==> src/hdl/sod_pkg.sv <==
`timescale 1ns / 1ps
package sod_pkg;

  localparam int TABLE_SIZE_DEF = 4096;

  // port field widths
  localparam int CMD_W      = 1;
  localparam int SAMPLE_W   = 16;
  localparam int TIDX_W     = 13;
  localparam int TVAL_W     = 32;
  localparam int CFG_IDX_W  = 3;
  localparam int CFG_DATA_W = 30;

  // configuration register widths
  localparam int DRIVE_W = 27;
  localparam int BIAS_W  = 19;
  localparam int COEF_W  = 30;
  localparam int LEVEL_W = 26;
  localparam int MIX_W   = 17;

  // channel state
  localparam int NUM_CH = 2;
  localparam int CH_W   = 1;
  localparam int ACC_W  = 32;
  localparam logic [CH_W-1:0] CH_LEFT  = CH_W'(0);
  localparam logic [CH_W-1:0] CH_RIGHT = CH_W'(1);

  // shaper position covers [0, 32) in Q20, so it always fits 25 bits
  localparam int POS_W = 25;
  localparam int V_W   = 26;

  // shared multiplier
  localparam int A_W    = 36;
  localparam int B_W    = 31;
  localparam int PROD_W = A_W + B_W;

  // datapath widths
  localparam int WET_W   = 33;
  localparam int DIFF_W  = 36;
  localparam int MIXED_W = 38;
  localparam int DRY_SH  = 13;
  localparam int DRY_W   = SAMPLE_W + DRY_SH;

  // rounding shift amounts
  localparam int unsigned DRIVE_SH = 15;
  localparam int unsigned COEF_SH  = 30;
  localparam int unsigned LEVEL_SH = 24;
  localparam int unsigned MIX_SH   = 16;
  localparam int unsigned OUT_SH   = 13;

  typedef enum logic [CMD_W-1:0] {
    CMD_FRAME = 1'b0,
    CMD_TABLE = 1'b1
  } cmd_t;

  typedef enum logic [CFG_IDX_W-1:0] {
    CFG_DRIVE_GAIN    = 3'd0,
    CFG_SHAPER_BIAS   = 3'd1,
    CFG_DC_BLOCK_COEF = 3'd2,
    CFG_TONE_COEF     = 3'd3,
    CFG_OUTPUT_LEVEL  = 3'd4,
    CFG_DRY_WET_MIX   = 3'd5
  } cfg_idx_t;

  localparam logic [DRIVE_W-1:0]       DRIVE_GAIN_RST    = 27'd8329135;
  localparam logic signed [BIAS_W-1:0] SHAPER_BIAS_RST   = -19'sd18876;
  localparam logic [COEF_W-1:0]        DC_BLOCK_COEF_RST = 30'd1068373120;
  localparam logic [COEF_W-1:0]        TONE_COEF_RST     = 30'd615180000;
  localparam logic [LEVEL_W-1:0]       OUTPUT_LEVEL_RST  = 26'd10585702;
  localparam logic [MIX_W-1:0]         DRY_WET_MIX_RST   = 17'd65536;

  localparam logic signed [V_W-1:0]    SHAPER_SPAN = V_W'(16 << 20);
  localparam logic signed [PROD_W-1:0] DRIVE_CLIP  = PROD_W'(12 << 20);
  localparam logic signed [B_W-1:0]    HP_PART     = B_W'(322122547);
  localparam logic signed [B_W-1:0]    LP_PART     = B_W'(751619277);
  localparam logic signed [PROD_W-1:0] SAT_MAX     = PROD_W'(32767);
  localparam logic signed [PROD_W-1:0] SAT_MIN     = PROD_W'(-32768);
  localparam logic signed [PROD_W-1:0] PROD_ONE    = PROD_W'(1);

  typedef struct packed {
    logic signed [ACC_W-1:0] shaped;
    logic signed [ACC_W-1:0] highpass;
    logic signed [ACC_W-1:0] tone;
  } chst_t;

  // arithmetic right shift, rounding half away from zero
  function automatic logic signed [PROD_W-1:0] rnd_shift(
    input logic signed [PROD_W-1:0] v,
    input int unsigned              s
  );
    logic signed [PROD_W-1:0] half;
    half = PROD_ONE <<< (s - 1);
    if (v < 0) half = half - PROD_ONE;
    return (v + half) >>> s;
  endfunction

endpackage

==> src/hdl/sod_mul.sv <==
`timescale 1ns / 1ps
module sod_mul (
  input  logic                             clk,
  input  logic signed [sod_pkg::A_W-1:0]    a_i,
  input  logic signed [sod_pkg::B_W-1:0]    b_i,
  output logic signed [sod_pkg::PROD_W-1:0] prod_o
);
  import sod_pkg::*;

  logic signed [PROD_W-1:0] prod_r;

  always_ff @(posedge clk) begin
    prod_r <= a_i * b_i;
  end

  assign prod_o = prod_r;

endmodule

==> config.mk <==
export PLATFORM = sky130hd
export DESIGN_NAME = sod_mul
export DESIGN_NICKNAME = d
export VERILOG_FILES = /design/src/hdl/sod_pkg.sv /design/src/hdl/sod_mul.sv
export SDC_FILE = /design/constraint.sdc
export NUM_CORES = 2
export LEC_CHECK = 0
export ABC_AREA = 1
export BUFFER_PORTS_ARGS = -buffer_cell sky130_fd_sc_hd__buf_4
export CORE_ASPECT_RATIO = 0.9
export CORE_MARGIN = 4
export CORE_UTILIZATION = 30
export DETAILED_ROUTE_END_ITERATION = 8
export GPL_TIMING_DRIVEN = 0
export HOLD_SLACK_MARGIN = 0.1
export PLACE_DENSITY_LB_ADDON = 0.3
export SLEW_MARGIN = 40
export SYNTH_ARGS = -nofsm -noshare
export SYNTH_HDL_FRONTEND = slang
export SYNTH_SLANG_ARGS = --single-unit
==> constraint.sdc <==
create_clock -name clk -period 25.6 [get_ports clk]
set_clock_uncertainty 0.2 [all_clocks]
set_input_delay 5.12 -clock clk [delete_from_list [all_inputs] [get_ports clk]]
set_output_delay 5.12 -clock clk [all_outputs]
set_load 0.02 [all_outputs]
==> impl_results.md <==
* Grt ovf at 0
* Die ar. at 151,900 sq um
* Number of global-route vias before repair at 37,850
* Max Freq at 0.07197 GHz
* Routability cong. at 0.9964
* Slew @ Worst Pin at 997.5 ps
* Main synth FF type: dfxtp_1
* Post-CTS Setup Bufs at 0
* Die W at 410.4 um
* Worst min path class: in -> reg
* Post-synth EDFFs at 0
* Hold slack at 5126 ps
* Critical Path Start Type: input pin
* Seq cells post-synth at 67
* Hold Fails Final Rpt at 0
* Final Max Tran Viols at 0
* Post-CTS Hold Fix Bufs at 0
* Die Ht at 370.1 um
* First-pass GRT wire length at 258,600 um
* DRT Pass-1 Iters at 5
* 1st-iter DRT viols at 3,663
* Post-cts resize count at 0
* Status: completed
* Arrival time worst endpoint at 13,910 ps
* Total routed wirelength at 178,600 um
* Drt wl/cell at 23.00 um
* Clock root cell: clkbuf_16
* DRC viols at 0
* Clk sinks at 67
* Syn Std Cell Area at 43,710 sq um
* Worst-path maximum fanout at 11
* Crit end category: register
* Cell Rows at 132
* Hold Crit Depth at 3
* Via density at 4.646
* Initial antenna violation count at 14
* Gate Count Post-Synth at 5,693
* FILL cells at 15,630
* Input/output buffers at 104
* Post-synth cell types at 29
* CP max-delay cell: fa_1
* Routed Antenna Nets at 0
* Slowest cell delay on critical path at 940 ps
* Synth top area share at 0.5326
* IO Pins at 135
* Clock Pin Slew Worst Setup and Hold Paths at 60 ps
* Layout cells sized above 1 at 0.06104
* Area grow syn2layout at 8.722%
* Multi-input gate area at 34,100 sq um
* GRT Total Usage at 0.2378
* Vias at 36,080
* Final period util at 0.5427
* Final setup vio count at 0
* Reg area at 1341 sq um
* Initial Util at 0.3028
* TritonCTS clock tree: yes
* RSZ-0062 raised after global routing: no
* Synth area leaders: fa_1, inv_1, nand2_1, ha_1, dfxtp_1
* CORE AREA at 144,300 sq um
* HPWL after detailed placement at 150,300 um
* Async set or reset register ratio after synthesis at 0
* Post-synthesis sequential area ratio at 0.03069
* Critical path class: in -> reg
* Yosys warning count at 0
* Average cell area after synthesis at 7.678 sq um
* Synthesized Nets at 7,116
* Slew margin rel. at 0.3350
* Largest register FFs at 67
* Min cycle time layout at 13,890 ps
* Largest net degree at the start of global routing at 26
* Max Cap Viol at 0
* Req. time, crit path at 25,620 ps
* Nets at 7,234
* H-Tree Depth at 3
* Yosys top cell by area: fa_1
* Max Root-Sink Buffers at 2
* Sum Neg Setup Slack at 0 ps
* Inserted Clock Buffers at 9
final timing paths:
path / from / endpoint / slack, ps
setup / recovery: b_i[6] / prod_o[60]$_DFF_P_ / 11710
hold / removal: b_i[0] / prod_o[0]$_DFF_P_ / 5130
through the flow:
stage	std cells	worst slack (ps)	cell area [sq um]	utilization
after global placement	7740	10950	46920	0.3251
after CTS	7759	11870	47490	0.3290
after global routing	7761	11380	47510	0.3291
after floorplan	5693	13460	43710	-
final	7766	11710	47520	0.3292
after detailed placement	7743	11540	47150	0.3266
logic make-up (layout without fill, tap and decap cells):
family,Yosys count,after routing,synth area share
adders and majority gates,1355,1355,0.5876
DFF,67,67,0.03069
AOI/OAI and AO/OA,70,70,0.008530
and+or+nand+nor,1967,1967,0.1778
other,0,7,0
xor gates and xnor gates,31,31,0.006212
buffers and inverters,2203,2326,0.1892
final cells by class:
type	instances	share of cell area
inverter	1972	0.1558
tap	1943	0.05116
clock buffer	9	0.004739
multi-input combinational	3423	0.7176
buffer	231	0.02248
timing repair buffer	107	0.01706
clock inverter	7	0.002607
antenna	7	0.0003686
sequential	67	0.02822
Yosys cell counts, types with 3 or more instances:
master,number
and3_1,4
buf_1,14
o21bai_1,9
nor2_1,115
nor3_1,6
xor2_1,29
ha_1,192
nand3_2,3
inv_2,3
nand2_1,1682
nor2_2,25
inv_1,1967
or2_2,9
nand4_1,19
fa_1,1163
nand2_2,22
clkbuf_1,217
nor4_1,7
o21ai_0,8
a21oi_1,53
nand3_1,65
dfxtp_1,67
nor2_4,3
layout by cell type (no fill, tap or decap), types with 4 or more instances in the layout:
master     instances
inv_1           1966
nand2_1         1682
fa_1            1162
ha_1             192
clkbuf_2         150
nor2_1           115
buf_4            105
clkbuf_1          67
dfxtp_1           67
nand3_1           65
a21oi_1           53
xor2_1            29
nor2_2            25
nand2_2           22
nand4_1           19
buf_2             11
or2_2              9
o21bai_1           9
clkbuf_16          9
o21ai_0            8
diode_2            7
nor4_1             7
nor3_1             6
inv_2              4
and3_1             4
critical path: cells and delay by family:
family                     cells  cell delay, ps
adders and majority gates      9            4910
buffers and inverters         10            2530
and+or+nand+nor                8            1310
routing by layer:
layer  wire, um  up-vias  GRT usage  share of wire
met4       9995        6     0.1034          0.056
met2      77760     1832     0.3689           0.44
li1           -    15610          -              -
met3      18950      363    0.05780           0.11
met5         39        -          0        0.00022
met1      71860    18270     0.3164           0.40
Power is not shown: default switching activity piles up to over one toggle a cycle in this logic, so the estimate is an artifact.
