--- config.mk ---
export PLATFORM = sky130hd
export DESIGN_NAME = sod_state_mem
export DESIGN_NICKNAME = d
export VERILOG_FILES = /design/src/hdl/sod_pkg.sv /design/src/hdl/sod_state_mem.sv
export SDC_FILE = /design/constraint.sdc
export NUM_CORES = 1
export LEC_CHECK = 0
export BUFFER_PORTS_ARGS = -buffer_cell sky130_fd_sc_hd__buf_2
export CORE_MARGIN = 2
export CORE_UTILIZATION = 50
export DETAILED_ROUTE_END_ITERATION = 6
export PLACE_DENSITY = 0.73
export SLEW_MARGIN = 5
export SYNTH_ARGS = -nofsm -noshare
export SYNTH_HDL_FRONTEND = slang
export SYNTH_SLANG_ARGS = --single-unit
--- constraint.sdc ---
create_clock -name clk -period 10.14 [get_ports clk]
set_input_delay 1.521 -clock clk [delete_from_list [all_inputs] [get_ports clk]]
set_output_delay 1.521 -clock clk [all_outputs]
set_load 0.02 [all_outputs]
--- src/hdl/sod_pkg.sv ---
`timescale 1ns / 1ps
package sod_pkg;

  localparam int TABLE_SIZE_DEF = 4096;

  // port field widths
  localparam int CMD_W      = 1;
  localparam int SAMPLE_W   = 16;
  localparam int TIDX_W     = 13;
  localparam int TVAL_W     = 32;
  localparam int CFG_IDX_W  = 3;
  localparam int CFG_DATA_W = 30;

  // configuration register widths
  localparam int DRIVE_W = 27;
  localparam int BIAS_W  = 19;
  localparam int COEF_W  = 30;
  localparam int LEVEL_W = 26;
  localparam int MIX_W   = 17;

  // channel state
  localparam int NUM_CH = 2;
  localparam int CH_W   = 1;
  localparam int ACC_W  = 32;
  localparam logic [CH_W-1:0] CH_LEFT  = CH_W'(0);
  localparam logic [CH_W-1:0] CH_RIGHT = CH_W'(1);

  // shaper position covers [0, 32) in Q20, so it always fits 25 bits
  localparam int POS_W = 25;
  localparam int V_W   = 26;

  // shared multiplier
  localparam int A_W    = 36;
  localparam int B_W    = 31;
  localparam int PROD_W = A_W + B_W;

  // datapath widths
  localparam int WET_W   = 33;
  localparam int DIFF_W  = 36;
  localparam int MIXED_W = 38;
  localparam int DRY_SH  = 13;
  localparam int DRY_W   = SAMPLE_W + DRY_SH;

  // rounding shift amounts
  localparam int unsigned DRIVE_SH = 15;
  localparam int unsigned COEF_SH  = 30;
  localparam int unsigned LEVEL_SH = 24;
  localparam int unsigned MIX_SH   = 16;
  localparam int unsigned OUT_SH   = 13;

  typedef enum logic [CMD_W-1:0] {
    CMD_FRAME = 1'b0,
    CMD_TABLE = 1'b1
  } cmd_t;

  typedef enum logic [CFG_IDX_W-1:0] {
    CFG_DRIVE_GAIN    = 3'd0,
    CFG_SHAPER_BIAS   = 3'd1,
    CFG_DC_BLOCK_COEF = 3'd2,
    CFG_TONE_COEF     = 3'd3,
    CFG_OUTPUT_LEVEL  = 3'd4,
    CFG_DRY_WET_MIX   = 3'd5
  } cfg_idx_t;

  localparam logic [DRIVE_W-1:0]       DRIVE_GAIN_RST    = 27'd8329135;
  localparam logic signed [BIAS_W-1:0] SHAPER_BIAS_RST   = -19'sd18876;
  localparam logic [COEF_W-1:0]        DC_BLOCK_COEF_RST = 30'd1068373120;
  localparam logic [COEF_W-1:0]        TONE_COEF_RST     = 30'd615180000;
  localparam logic [LEVEL_W-1:0]       OUTPUT_LEVEL_RST  = 26'd10585702;
  localparam logic [MIX_W-1:0]         DRY_WET_MIX_RST   = 17'd65536;

  localparam logic signed [V_W-1:0]    SHAPER_SPAN = V_W'(16 << 20);
  localparam logic signed [PROD_W-1:0] DRIVE_CLIP  = PROD_W'(12 << 20);
  localparam logic signed [B_W-1:0]    HP_PART     = B_W'(322122547);
  localparam logic signed [B_W-1:0]    LP_PART     = B_W'(751619277);
  localparam logic signed [PROD_W-1:0] SAT_MAX     = PROD_W'(32767);
  localparam logic signed [PROD_W-1:0] SAT_MIN     = PROD_W'(-32768);
  localparam logic signed [PROD_W-1:0] PROD_ONE    = PROD_W'(1);

  typedef struct packed {
    logic signed [ACC_W-1:0] shaped;
    logic signed [ACC_W-1:0] highpass;
    logic signed [ACC_W-1:0] tone;
  } chst_t;

  // arithmetic right shift, rounding half away from zero
  function automatic logic signed [PROD_W-1:0] rnd_shift(
    input logic signed [PROD_W-1:0] v,
    input int unsigned              s
  );
    logic signed [PROD_W-1:0] half;
    half = PROD_ONE <<< (s - 1);
    if (v < 0) half = half - PROD_ONE;
    return (v + half) >>> s;
  endfunction

endpackage

--- src/hdl/sod_state_mem.sv ---
`timescale 1ns / 1ps
module sod_state_mem (
  input  logic                   clk,
  input  logic                   rst_n,
  input  logic                   we_i,
  input  logic [sod_pkg::CH_W-1:0] waddr_i,
  input  sod_pkg::chst_t         wdata_i,
  input  logic                   re_i,
  input  logic [sod_pkg::CH_W-1:0] raddr_i,
  output sod_pkg::chst_t         rdata_o
);
  import sod_pkg::*;

  chst_t             mem [NUM_CH];
  chst_t             rdata_r;
  logic [NUM_CH-1:0] valid_r;
  logic              rvalid_r;

  // an entry never written since reset reads as zero
  always_ff @(posedge clk) begin
    if (!rst_n) begin
      valid_r  <= '0;
      rvalid_r <= 1'b0;
    end else begin
      if (we_i) valid_r[waddr_i] <= 1'b1;
      if (re_i) rvalid_r <= valid_r[raddr_i];
    end
  end

  always_ff @(posedge clk) begin
    if (we_i) mem[waddr_i] <= wdata_i;
    if (re_i) rdata_r <= mem[raddr_i];
  end

  assign rdata_o = rvalid_r ? rdata_r : '0;

endmodule

==> results of run 1 <==
-- metrics by stage --
step | power, mW | hold slack, ps | util [%] | cell area (sq um) | worst slack, ps
6_report | 2.56 | 466 | 60.7 | 12800 | 6380
5_1_grt | 2.65 | 500 | 60.7 | 12800 | 6170
4_1_cts | 2.59 | 477 | 60.7 | 12800 | 6280
3_5_place_dp | 1.64 | 463 | 56.8 | 11900 | 6320
3_3_place_gp | 1.62 | 446 | 56.8 | 11900 | 6430
2_1_floorplan | 1.56 | 440 | - | 10700 | 3750
-- layout by cell type (no fill, tap or decap) --
cell,n
buf_2,195
clkinv_2,2
buf_4,7
mux2_4,30
mux2i_1,1
and2_4,1
a21oi_1,1
clkbuf_16,29
bufinv_16,1
nor2b_4,1
and2_1,96
clkinv_1,7
clkbuf_1,10
dfxtp_1,2
diode_2,2
o21a_1,2
dfxtp_2,1
edfxtp_1,288
mux2_2,66
o21ai_0,1
-- per-layer routing --
metal	vias up	share of wire, %	wire length [um]
li1	2364	-	-
met1	2460	39	7390
met5	-	0.11	21
met3	39	12	2190
met4	4	1.9	353
met2	222	47	8990
-- power breakdown --
part	internal (mW)	switching, mW
Sequential	1.42	0.0217
Combinational	0.0727	0.0916
Clock	0.545	0.406
-- registers in the layout, summed over array words and instances (netlist names) --
| signal | flops |
|---|---|
| mem | 192 |
| rdata_r | 96 |
| valid_r | 2 |
| rvalid_r | 1 |
-- worst reg2reg max path, stage by stage (launching register included) --
cell,delay [ps]
dfxtp_2,730
o21ai_0,190
a21oi_1,140
-- how the worst min path moves through the flow --
stage / startpoint / endpoint / slack [ps] / cells after the start
2_1_floorplan: valid_r[0] / valid_r[0] / 440 / 1
5_1_grt: valid_r[0] / valid_r[0] / 500 / 1
3_3_place_gp: valid_r[0] / valid_r[0] / 450 / 1
6_report: valid_r[0] / valid_r[0] / 470 / 1
3_5_place_dp: valid_r[0] / valid_r[0] / 460 / 1
4_1_cts: valid_r[0] / valid_r[0] / 480 / 1
-- final cells by class --
type | instances | share of cell area [%]
Clock inverter | 10 | 0.519
Antenna cell | 2 | 0.0392
Sequential cell | 291 | 68.2
Multi-Input combinational cell | 199 | 14.5
Tap cell | 275 | 2.69
Clock buffer | 39 | 5.98
Timing Repair Buffer | 202 | 8.05
-- cells by family after synthesis --
kind of cell | after synthesis | share of synthesized area [%]
mux | 97 | 11.3
buf+inv | 21 | 1.22
compound gates | 4 | 0.234
flops | 291 | 81.5
simple gates | 98 | 5.74
==> reports/qor.csv, run 1 <==
metric;value;unit
GRT Util Overall;16.4;%
clk root buf;clkbuf_16;
Starting Density;50.8;%
Non-Filler Instances;1018;
placeable core area;21000;sq um
Setup Skew;11.9;ps
relative slew slack;30.4;%
maximum VDD drop;148;uV
CP bufs+invs;2;
Worst path slowest cell;dfxtp_2;
Final #Nets;824;
RSZ-0062 raised after global routing;no;
clk sinks;291;
Worst setup EP type;output port;
num rows;53;
shortest period the worst path allows;3760;ps
reg-to-reg startpoint;rvalid_r;
Setup Fix Bufs, Post-CTS;0;
Worst-Skew Late Latency;530;ps
Iter 0 DRT Violations;267;
global-route wire length before repair;28.0;mm
Sum Neg Setup Slack;0;ps
FF-to-FF setup slack;9010;ps
Mapped Nets;613;
Placed Cells;967;
cells after synthesis;511;
area of the multi-input gates;1850;sq um
worst r2r dst;rvalid_r;
CTS tree;done;
Static Leak;4.91;nW
vias in the first global route;5245;
layout cell share with drive strength beyond 1;44.9;%
status;finished, final reports clean;
post-route ant nets;0;
Achievable Freq;266;MHz
Vias per Instance;5.00;
critical path depth;3;
flops & latches, synth;291;
synthesized cell area;10700;sq um
Max-Cap Viols;0;
layer with the highest usage;met2;
critical path required time;8620;ps
post-synthesis sequential area ratio;81.5;%
Worst Setup SP;rvalid_r;
max incr delay on CP;730;ps
met1 Usage GRT;21.1;%
worst setup path endpoint;rdata_o[20];
largest net degree at the start of global routing;73;
Post-synth EDFFs;288;
die height;150;um
DRC viols;0;
worst slew pin tran;1040;ps
register area;8710;sq um
met3 Use GR;6.73;%
GRT overflow;0;
DPL Wire Length;11.7;mm
post-synthesis async set-or-reset flop share;0;%
Power Dens Cells;200;nW/um^2
Worst Path Arrival;2240;ps
Cell Chain, Critical Path;buf_4 -> and2_1 -> buf_2;
worst-path fanout max;55;
Reg2Reg Depth;2;
synth top area cells;edfxtp_1 (81%), mux2_2 (7.0%), and2_1 (5.7%), mux2_4 (4.2%), dfxtp_1 (0.56%);
antenna violations before repair;5;
DR pass1 iterations;4;
via count;5089;
IO Count;198;
top-count cell post-synth;edfxtp_1;
max-slew violation count;0;
top cell type by total area after synthesis;edfxtp_1;
Die X;150;um
Hold Vio Cnt, Final;0;
Hold Path Class;flop to flop;
Crit Path Category;flop to output port;
final wirelength;18.9;mm
synth unique cells;15;
die area;22500;sq um
Mapped Avg Cell Area;20.9;sq um
post-cts sizing count;0;
Most used DFF post-synth;edfxtp_1;
clk buf depth;3;
global placement routability congestion;0.701;
PortBufs;197;
fillcell total;1560;
synth cell count leaders;edfxtp_1 (288), and2_1 (97), mux2_2 (66);
WL per Instance;18.6;um
CP top delay family;flip-flops;
Area Overhead vs Synth;19.6;%
GR Util met2;26.3;%
CTS Buf Count;28;
area share of the largest cell type after synthesis;81.0;%
crit start category;flop;
Tcrit/Tclk final;37.1;%
CTS Hold Bufs;0;
Synth warnings;0;
# setup viols final;0;
Clock transition at path regs;60;ps
H-Tree Depth;1;
(Power assumes the default switching activity.)
==> run 2: changes to the inputs <==
--- a/config.mk
+++ b/config.mk
@@ -5,6 +5,7 @@
 export SDC_FILE = /design/constraint.sdc
 export NUM_CORES = 1
 export LEC_CHECK = 0
+export ABC_AREA = 1
 export BUFFER_PORTS_ARGS = -buffer_cell sky130_fd_sc_hd__buf_2
 export CORE_MARGIN = 2
 export CORE_UTILIZATION = 50
==> constraint.sdc (replaced) <==
create_clock -name clk -period 3.6 [get_ports clk]
set_input_delay 0.54 -clock clk [delete_from_list [all_inputs] [get_ports clk]]
set_output_delay 0.54 -clock clk [all_outputs]
set_load 0.02 [all_outputs]
==> run 2 against run 1 <==
Clock power grew to 3.1 times the previous value. Combinational power grew to 2.6 times the previous value. Wire length up 0.93%. Die area up 0.99%. Sequential cell count did not move. Cell count rose by 29%. Critical path type unchanged. Largest power group unchanged.
==> reports/qor.csv, run 2 <==
metric;value;unit
status;finished, final reports clean;
DRC viols;0;
Placed Cells;1265;
post-route ant nets;0;
WL per Instance;14.5;um
flops & latches, synth;291;
Crit Path Category;flop to output port;
shortest period the worst path allows;2570;ps
register area;8710;sq um
final wirelength;19.1;mm
# setup viols final;0;
Hold Path Cell Cnt;1;
GRT Util Overall;17.1;%
final core occ;61.4;%
relative slew slack;30.0;%
met1 Usage GRT;20.4;%
antenna violations before repair;1;
Mapped Nets;923;
GR Util met2;30.9;%
top-count cell post-synth;nand2_1;
DPL Wire Length;11.3;mm
Worst-Skew Late Latency;530;ps
Iter 0 DRT Violations;319;
top cell type by total area after synthesis;edfxtp_1;
Adder-Cell Fraction of Synth Area;0;%
area share of the largest cell type after synthesis;80.2;%
Worst Hold End;mem[0][40];
post-synthesis async set-or-reset flop share;0;%
worst r2r dst;rvalid_r;
Mapped Avg Cell Area;13.1;sq um
IO Count;198;
hold_sp;wdata_i[40];
Worst setup EP type;output port;
Clock transition at path regs;60;ps
post-synthesis sequential area ratio;80.7;%
largest net degree at the start of global routing;98;
commonest non-fill, non-tap cell in the layout;nand2_1;
synthesized cell area;10800;sq um
RSZ-0062 raised after global routing;no;
max-slew violation count;0;
max incr delay on CP;1030;ps
Starting Density;51.2;%
Hold Path Class;primary input to flop;
PortBufs;197;
die area;22800;sq um
Total Power;7.48;mW
num rows;53;
crit start category;flop;
largest family of logic cells by synthesized area;simple AND/OR/NAND/NOR gates;
Static Leak;6.09;nW
layer with the highest usage;met2;
Worst Path Arrival;2030;ps
via count;6168;
DR pass1 iterations;4;
Synth Area in XOR/XNOR;0;%
Worst Setup SP;rvalid_r;
CTS Hold Bufs;0;
maximum VDD drop;432;uV
clk root buf;clkbuf_16;
Vias per Instance;4.69;
Area Overhead vs Synth;20.0;%
Final #Nets;1122;
Non-Filler Instances;1316;
Achievable Freq;390;MHz
placeable core area;21100;sq um
FF-to-FF setup slack;2160;ps
Worst path slowest cell;dfxtp_4;
Largest Register;mem;
Power Dens Cells;578;nW/um^2
Setup Fix Bufs, Post-CTS;0;
met3 Use GR;3.49;%
global-route wire length before repair;29.8;mm
critical path required time;3060;ps
worst slew pin tran;1050;ps
Ant. Diodes;0;
reg-to-reg startpoint;rvalid_r;
biggest regs;mem (192), rdata_r (96), valid_r (2);
Cell Chain, Critical Path;nand2_1 -> inv_1 -> buf_2;
fraction of the mapped netlist area in simple logic gates;13.8;%
fillcell total;1635;
global placement routability congestion;0.723;
CTS tree;done;
cells after synthesis;821;
clk buf depth;3;
post-cts sizing count;0;
mux share of post-synthesis cell area;0;%
area of the multi-input gates;1490;sq um
Sum Neg Setup Slack;0;ps
synth unique cells;10;
synth cell count leaders;nand2_1 (389), edfxtp_1 (288), inv_1 (101);
layout cell share with drive strength beyond 1;23.6;%
die height;151;um
worst-path fanout max;97;
post-synthesis compound-gate area fraction;0;%
clk sinks;291;
Setup Skew;10.5;ps
Hold Vio Cnt, Final;0;
Max-Cap Viols;0;
WHS;195;ps
GRT overflow;0;
Tcrit/Tclk final;71.3;%
CTS Buf Count;28;
max FFs per register;192;
Post-synth EDFFs;288;
Die X;151;um
Synth warnings;0;
Most used DFF post-synth;edfxtp_1;
Reg2Reg Depth;4;
vias in the first global route;5992;
H-Tree Depth;1;
most frequent cells in the layout;nand2_1 (389), edfxtp_1 (288), buf_2 (195);
synth top area cells;edfxtp_1 (80%), nand2_1 (14%), inv_1 (3.5%), buf_2 (0.88%), buf_4 (0.63%);
[run 2: logic make-up after synthesis]
family	after synthesis
buffers and inverters	134
AND/OR/NAND/NOR	396
flip-flops	291
[run 2: worst max-delay path by stage]
stage	endpoint	slack, ps	cells after the start
6_report	rdata_o[53]	1030	3
3_3_place_gp	rdata_o[4]	1520	3
4_1_cts	rdata_o[53]	980	3
3_5_place_dp	rvalid_r	1530	6
2_1_floorplan	mem[0][0]	670	3
5_1_grt	rdata_o[27]	860	3
[run 2: layer usage]
metal | wire length [um] | vias to the layer above
met5 | 13 | -
met4 | 610 | 2
met3 | 1010 | 47
met2 | 9880 | 172
met1 | 7590 | 2883
li1 | - | 3064
[run 2: layout make-up]
class	instances	area share (%)
multi-input combinational	396	11.5
timing repair buffer	201	8.18
tap	275	2.66
clock buffer	34	5.75
inverter	102	3.02
sequential	291	67.3
clock inverter	17	1.60
[run 2: through the flow]
step / cell area (sq um) / worst slack [ps]
6_report: 12900 / 1030
5_1_grt: 12900 / 855
3_3_place_gp: 12000 / 1520
3_5_place_dp: 12000 / 1530
2_1_floorplan: 10800 / 670
4_1_cts: 12900 / 984
[run 2: power breakdown]
group / total (mW) / switching, mW / internal (mW)
registers: 4.07 / 0.0778 / 4.00
clock network: 2.99 / 1.17 / 1.82
logic: 0.422 / 0.284 / 0.138
[run 2: critical path, delay by kind of cell, from the launching register on]
family / cells / cell delay [ps]
flops: 1 / 1030
buf+inv: 2 / 260
simple gates: 1 / 180
==> run 3: changes to the inputs <==
--- a/config.mk
+++ b/config.mk
@@ -10,7 +10,7 @@
 export CORE_MARGIN = 2
 export CORE_UTILIZATION = 50
 export DETAILED_ROUTE_END_ITERATION = 6
-export PLACE_DENSITY = 0.73
+export PLACE_DENSITY = 0.76
 export SLEW_MARGIN = 5
 export SYNTH_ARGS = -nofsm -noshare
 export SYNTH_HDL_FRONTEND = slang
==> constraint.sdc (replaced) <==
create_clock -name clk -period 2.3 [get_ports clk]
set_input_delay 0.345 -clock clk [delete_from_list [all_inputs] [get_ports clk]]
set_output_delay 0.345 -clock clk [all_outputs]
set_load 0.02 [all_outputs]
==> run 3 against run 2 <==
Cell count grew 4.5%. Final area grew 4.1%. Worst hold slack lost 180 ps. Sequential cell count is the same. Utilization grew 2.5 points. Largest power group unchanged. Setup slack lost 850 ps. Clock skew shrank 2.6 ps. Sequential power grew 56%. Critical endpoint is now rdata_o[2]. Highest routed layer is now met4.
==> reports/qor.csv, run 3 (synthesis results as in run 2) <==
metric;value;unit
GRT overflow;0;
PortBufs;197;
Static Leak;6.30;nW
commonest non-fill, non-tap cell in the layout;nand2_1;
worst-path fanout max;30;
num rows;53;
Worst setup EP type;output port;
Max-Cap Viols;0;
maximum VDD drop;635;uV
Hold Vio Cnt, Final;0;
antenna violations before repair;1;
biggest regs;mem (192), rdata_r (96), valid_r (2);
Worst-Skew Late Latency;520;ps
via count;6464;
Final #Nets;1181;
relative slew slack;31.1;%
clk root buf;clkbuf_16;
WL per Instance;14.9;um
vias in the first global route;6426;
largest net degree at the start of global routing;99;
Power Dens Cells;851;nW/um^2
DPL Wire Length;10.9;mm
max FFs per register;192;
Clock transition at path regs;60;ps
die height;151;um
status;finished, final reports clean;
most frequent cells in the layout;nand2_1 (389), edfxtp_1 (288), buf_2 (195);
# setup viols final;0;
global-route wire length before repair;31.4;mm
Iter 0 DRT Violations;434;
post-route ant nets;0;
Worst Path Arrival;1770;ps
Total Power;11.5;mW
crit start category;flop;
Vias per Instance;4.70;
max-slew violation count;0;
H-Tree Depth;1;
RSZ-0062 raised after global routing;no;
Area Overhead vs Synth;24.9;%
die area;22800;sq um
GRT Util Overall;17.8;%
worst slew pin tran;1030;ps
final wirelength;20.5;mm
clk buf depth;3;
IO Count;198;
Tcrit/Tclk final;91.9;%
DRC viols;0;
CTS Buf Count;28;
Setup Skew;7.94;ps
layout cell share with drive strength beyond 1;22.2;%
Sum Neg Setup Slack;0;ps
Hold Path Class;primary input to flop;
critical path required time;1960;ps
CTS tree;done;
clk sinks;291;
Crit Path Category;flop to output port;
post-cts sizing count;0;
placeable core area;21100;sq um
Setup Fix Bufs, Post-CTS;0;
shortest period the worst path allows;2110;ps
global placement routability congestion;0.748;
DR pass1 iterations;4;
Starting Density;51.2;%
Achievable Freq;473;MHz
Largest Register;mem;
Die X;151;um
[run 3: worst max-delay path: stages (launching register included)]
cell and delay (ps):
dfxtp_4 570, buf_4 330, nand2_1 100, inv_1 90
buf_2 160
[run 3: final timing paths]
kind              slack, ps  depth (start not counted)    endpoint       start
hold reg to reg         480                          2  valid_r[0]  valid_r[0]
setup reg to reg       1380                          4    rvalid_r    rvalid_r
setup / recovery        190                          4  rdata_o[2]    rvalid_r
hold / removal           20                          1   mem[0][6]  wdata_i[6]
[run 3: power breakdown]
group,switching [mW],leakage [nW],internal (mW)
Clock,1.80,0.424,2.53
Combinational,0.498,3.09,0.285
Sequential,0.0986,2.78,6.26
Total,2.40,6.30,9.07
[run 3: final cells by class]
cell class	instances	area (sq um)
Sequential cell	291	8710
Multi-Input combinational cell	396	1490
Tap cell	275	344
Antenna cell	1	2.50
Timing Repair Buffer	260	1670
Clock buffer	38	759
Clock inverter	12	108
Inverter	102	393
Fill cell	1559	7610
[run 3: through the flow]
| step | utilization [%] | std cells | hold slack [ps] | cell area [sq um] | setup slack (ps) |
|---|---|---|---|---|---|
| after floorplan | - | 821 | 440 | 10800 | 42.4 |
| after global placement | 57.1 | 1268 | 451 | 12000 | 591 |
| after detailed placement | 57.1 | 1268 | 474 | 12000 | 608 |
| after CTS | 63.5 | 1365 | 0.915 | 13400 | 151 |
| after global routing | 63.9 | 1375 | 0.359 | 13500 | 101 |
| final | 63.9 | 1375 | 19.7 | 13500 | 187 |
[run 3: layer usage]
metal  vias to the layer above  track usage (%)  wire, um
li1                       3174                -         -
met1                      3055             21.2      8140
met2                       199             33.1     10700
met3                        36             3.25      1200
met4                         0             5.09       454
met5                         -                0         0
[run 3: what timing repair did]
item	CTS	global route
endpoints found under the hold margin	93	16
hold buffers	47	9
endpoints found under the setup margin	0	0
